**src/rtl/core/jgr_cell.sv**
```systemverilog
// ----------------------------------------------------------------------------
// jgr_cell
// One cell of the stencil window: holds a grid value, passes it on when shifted.
// ----------------------------------------------------------------------------
`default_nettype none

module jgr_cell #(
	parameter int W = 32
) (
	input  wire logic                clk,
	input  wire logic                shift,
	input  wire logic signed [W-1:0] d,
	output logic signed [W-1:0]      q
);

	logic signed [W-1:0] val_q;

	// value moves one place down the window on each shift
	always_ff @(posedge clk) begin
		if (shift) begin
			val_q <= d;
		end
	end

	assign q = val_q;

endmodule

`default_nettype wire

```
**config.mk**
```make
export PLATFORM = sky130hd
export DESIGN_NAME = jgr_cell
export DESIGN_NICKNAME = d
export VERILOG_FILES = /design/src/rtl/core/jgr_cell.sv
export SDC_FILE = /design/constraint.sdc
export NUM_CORES = 1
export LEC_CHECK = 0
export ABC_AREA = 1
export BUFFER_PORTS_ARGS = -buffer_cell sky130_fd_sc_hd__buf_2
export CAP_MARGIN = 10
export CELL_PAD_IN_SITES_DETAIL_PLACEMENT = 1
export CELL_PAD_IN_SITES_GLOBAL_PLACEMENT = 1
export CORE_MARGIN = 2
export CORE_UTILIZATION = 33
export DETAILED_ROUTE_END_ITERATION = 8
export HOLD_SLACK_MARGIN = 0.05
export MAX_ROUTING_LAYER = met4
export PLACE_DENSITY = 0.92
export SYNTH_ARGS = -nofsm -noshare
export SYNTH_HDL_FRONTEND = slang
export SYNTH_SLANG_ARGS = --single-unit
```
**constraint.sdc**
```tcl
create_clock -name clk -period 0.9 [get_ports clk]
set_input_delay 0.135 -clock clk [delete_from_list [all_inputs] [get_ports clk]]
set_output_delay 0.135 -clock clk [all_outputs]
set_load 0.05 [all_outputs]
```
==> impl_results.html <==
<table>
<tr><th>Metric</th><th>Value</th></tr>
<tr><th colspan="2">Layout</th></tr>
<tr><td>Max reg flops</td><td>32</td></tr>
<tr><td>Post-route cell area</td><td>1920 um^2</td></tr>
<tr><td>Footprint of the multi-input gates</td><td>0 um^2</td></tr>
<tr><td>Synth-to-Final Area Change</td><td>100%</td></tr>
<tr><td>Multi-input combinational cell count</td><td>0</td></tr>
<tr><td>Final-stage net count</td><td>172</td></tr>
<tr><td>Ratio of cells with drive above 1 in the final layout</td><td>0.518</td></tr>
<tr><td>Fill cell instance count of the final layout</td><td>around 240</td></tr>
<tr><td>Antenna diodes</td><td>0</td></tr>
<tr><th colspan="2">Logic synthesis</th></tr>
<tr><td>FFs w/ async S/R, synth</td><td>0</td></tr>
<tr><td>Leading register cell type out of synthesis</td><td>edfxtp_1</td></tr>
<tr><td>Largest area contributor in the synthesized netlist</td><td>edfxtp_1</td></tr>
<tr><td>Area share of the largest cell type after synthesis</td><td>1.00</td></tr>
<tr><td>Distinct cells, synth</td><td>1</td></tr>
<tr><td>Number of synthesized register bits</td><td>32</td></tr>
<tr><td>Leading cell type by number of instances after synthesis</td><td>edfxtp_1</td></tr>
<tr><td>Post-synth top cells</td><td>edfxtp_1</td></tr>
<tr><td>Number of instances in the synthesized netlist</td><td>32</td></tr>
<tr><td>Total of warnings raised by yosys</td><td>0</td></tr>
<tr><td>Top cells by area in the synthesized netlist</td><td>edfxtp_1</td></tr>
<tr><td>Number of enable flip-flop cells after synthesis</td><td>32</td></tr>
<tr><td>Post-synthesis sequential area ratio</td><td>1.00</td></tr>
<tr><td>Post-synth net total</td><td>66</td></tr>
<tr><td>Post-synthesis cell area</td><td>961 um^2</td></tr>
<tr><td>Mean area per synthesized cell</td><td>30.0 um^2</td></tr>
<tr><th colspan="2">STA</th></tr>
<tr><td>Final hold violations</td><td>0</td></tr>
<tr><td>Smallest hold slack</td><td>0.215 ns</td></tr>
<tr><td>Final count of pins violating max slew</td><td>0</td></tr>
<tr><td>Finish-stage setup viols</td><td>32</td></tr>
<tr><td>TNS Setup</td><td>-4.32 ns</td></tr>
<tr><td>Final setup margin</td><td>-0.170 ns</td></tr>
<tr><td>Max frequency</td><td>935 MHz</td></tr>
<tr><td>Final min period</td><td>between 1 and 1.5 ns</td></tr>
<tr><td>Max-slew headroom at the worst pin</td><td>0.909</td></tr>
<tr><td>Post-route fraction of the period consumed by the critical path</td><td>1.19</td></tr>
<tr><td>RSZ-0062 raised after global routing</td><td>true</td></tr>
<tr><td>Slew at the pin closest to its max-slew limit</td><td>0.136 ns</td></tr>
<tr><th colspan="2">Clocking</th></tr>
<tr><td>Number of H-tree levels</td><td>2</td></tr>
<tr><td>Post-CTS repair timing setup buffer count</td><td>0</td></tr>
<tr><td>Max Root-Sink Buffers</td><td>2</td></tr>
<tr><td>CTS buffer count</td><td>5</td></tr>
<tr><td>Number of clock sinks seen by CTS</td><td>32</td></tr>
<tr><td>Clock tree from TritonCTS</td><td>done</td></tr>
<tr><td>Post-CTS clock slew at the launch and capture registers of the worst setup and hold paths</td><td>0.10 ns</td></tr>
<tr><td>Cell at the root of the clock tree</td><td>clkbuf_4</td></tr>
<tr><th colspan="2">Routing</th></tr>
<tr><td>Violation count after the first detailed-routing iteration</td><td>3</td></tr>
<tr><td>Total wirelength of the detailed-routed design</td><td>2960 um</td></tr>
<tr><td>Average via count per standard cell</td><td>4.26</td></tr>
<tr><td>DR vias</td><td>about 730</td></tr>
<tr><td>Pre-Repair DR Iteration Count</td><td>4</td></tr>
<tr><td>Number of DRC violations after detailed routing</td><td>0</td></tr>
<tr><td>Number of routed nets with antenna violations</td><td>0</td></tr>
<tr><td>Mean routed wirelength per cell</td><td>17.4 um</td></tr>
<tr><th colspan="2">Setup path</th></tr>
<tr><td>Data required time of the worst path</td><td>0.76 ns</td></tr>
<tr><td>Critical path, cell by cell</td><td>buf_6</td></tr>
<tr><td>Endpoint type of the worst setup path</td><td>primary output</td></tr>
<tr><td>Critical-path cell with the highest stage delay</td><td>edfxtp_1</td></tr>
<tr><td>Number of buffers and inverters on the critical path</td><td>1</td></tr>
<tr><td>Data arrival time at the worst-slack endpoint</td><td>0.94 ns</td></tr>
<tr><td>Longest individual stage delay on the worst path</td><td>0.43 ns</td></tr>
<tr><td>Highest fanout seen on the critical path</td><td>1</td></tr>
<tr><td>Category of the worst setup path launch point</td><td>flop</td></tr>
<tr><td>Family with the most delay on the worst path</td><td>flip-flops</td></tr>
<tr><td>Startpoint-to-endpoint class of the critical path</td><td>flop to primary output</td></tr>
<tr><th colspan="2">GRT</th></tr>
<tr><td>First-pass GRT wire length</td><td>4360 um</td></tr>
<tr><td>Largest net degree at the start of global routing</td><td>25</td></tr>
<tr><td>Busiest layer in global routing</td><td>met2</td></tr>
<tr><td>Initial antenna violation count</td><td>0</td></tr>
<tr><td>GR Util met1</td><td>0.172</td></tr>
<tr><td>Global route total overflow</td><td>0</td></tr>
<tr><td>All-layer global routing usage</td><td>0.201</td></tr>
<tr><td>Global routing met3 resource utilization</td><td>0.0469</td></tr>
<tr><td>Met2 Use GR</td><td>0.373</td></tr>
<tr><td>Via count of the first global-routing pass</td><td>around 920</td></tr>
<tr><th colspan="2">Floorplan</th></tr>
<tr><td>I/O pin total</td><td>66</td></tr>
<tr><td>Effective utilization at floorplan</td><td>0.348</td></tr>
<tr><td>Die Footprint</td><td>roughly 3400 um^2</td></tr>
<tr><td>Standard-cell rows</td><td>19</td></tr>
<tr><td>Die Ht</td><td>58.0 um</td></tr>
<tr><td>Horizontal die dimension</td><td>58.0 um</td></tr>
<tr><td>Core Footprint</td><td>2760 um^2</td></tr>
<tr><th colspan="2">Power</th></tr>
<tr><td>Switching fraction of total power</td><td>0.302</td></tr>
<tr><td>Pint</td><td>approximately 2.4 mW</td></tr>
<tr><td>Reported leakage power</td><td>0.811 nW</td></tr>
<tr><td>Fraction of power consumed by the clock network</td><td>0.221</td></tr>
<tr><td>P per Cell Area</td><td>1810 nW/um^2</td></tr>
<tr><td>Combinational share of power</td><td>0.254</td></tr>
<tr><td>Worst supply voltage drop on vdd</td><td>between 1.5 and 2 mV</td></tr>
<tr><td>Sw power</td><td>about 1.1 mW</td></tr>
<tr><td>Sequential share of power</td><td>0.525</td></tr>
<tr><th colspan="2">Placement</th></tr>
<tr><td>Area of placed instances</td><td>1350 um^2</td></tr>
<tr><td>Number of buffers added on ports</td><td>65</td></tr>
<tr><td>Weighted congestion at the end of routability-driven global placement</td><td>between 0.5 and 0.6</td></tr>
<tr><td>Total half-perimeter wirelength after legalization and detailed placement</td><td>1500 um</td></tr>
<tr><th colspan="2">Job</th></tr>
<tr><td>Maxcap violations</td><td>0</td></tr>
<tr><th colspan="2">Run status</th></tr>
<tr><td>Status</td><td>finished, violations left</td></tr>
<tr><td>Violations in the final reports</td><td>negative setup slack</td></tr>
<tr><th colspan="2">Hold path</th></tr>
<tr><td>Worst hold-check path type</td><td>primary input to flop</td></tr>
</table>
## path summary, 6_finish.rpt
path	to	depth (start not counted)	slack, ns	from
max	q[20]	1	-0.17	q[20]$_DFFE_PP_
min	q[8]$_DFFE_PP_	2	0.21	shift
## power groups by stage
stage	clock, mW	sequential (mW)	combinational (mW)
floorplan	0	2.25	0
global placement	0	1.82	0.622
detailed placement	0	1.83	0.634
CTS	0.780	1.83	0.877
global route	0.842	1.84	0.916
finish	0.770	1.83	0.886
## what timing repair did
| action | in CTS | in global routing |
|---|---|---|
| hold endpoints to repair | 32 | 0 |
| endpoints found under the setup margin | 32 | 32 |
| gates resized for setup | 64 | 0 |
| hold buffers | 32 | 0 |
## cell type report
type | instances | area [um^2] | share of cell area
repair buffers | 99 | 873 | 0.454
clock inverters | 1 | 3.75 | 0.00195
well taps | 31 | 38.8 | 0.0202
clock buffers | 7 | 45.0 | 0.0234
flip-flops and latches | 32 | 961 | 0.500
## layer usage
| metal | vias to the layer above | share of wire |
|---|---|---|
| met4 | 0 | 0.035 |
| li1 | 341 | - |
| met3 | 10 | 0.058 |
| met1 | 331 | 0.30 |
| met5 | - | 0 |
| met2 | 43 | 0.60 |
## through the flow
stage	total power, mW	setup slack, ns	utilization	cells
floorplan	2.25	0.164	-	32
global placement	2.44	0.175	0.490	130
detailed placement	2.46	0.160	0.490	130
CTS	3.48	-0.165	0.697	170
global route	3.60	-0.199	0.697	170
finish	3.49	-0.170	0.697	170
## cell usage in the layout, fill, tap and decap left out
master and n:
buf_2 33, buf_4 1, buf_12 1, clkinv_1 1, clkbuf_1 2, dlygate4sd3_1 32
buf_6 32, edfxtp_1 32, clkbuf_4 5
## logic make-up after synthesis
kind of cell / after synthesis / synth area share
DFF: 32 / 1.00
(Power assumes the default switching activity.)
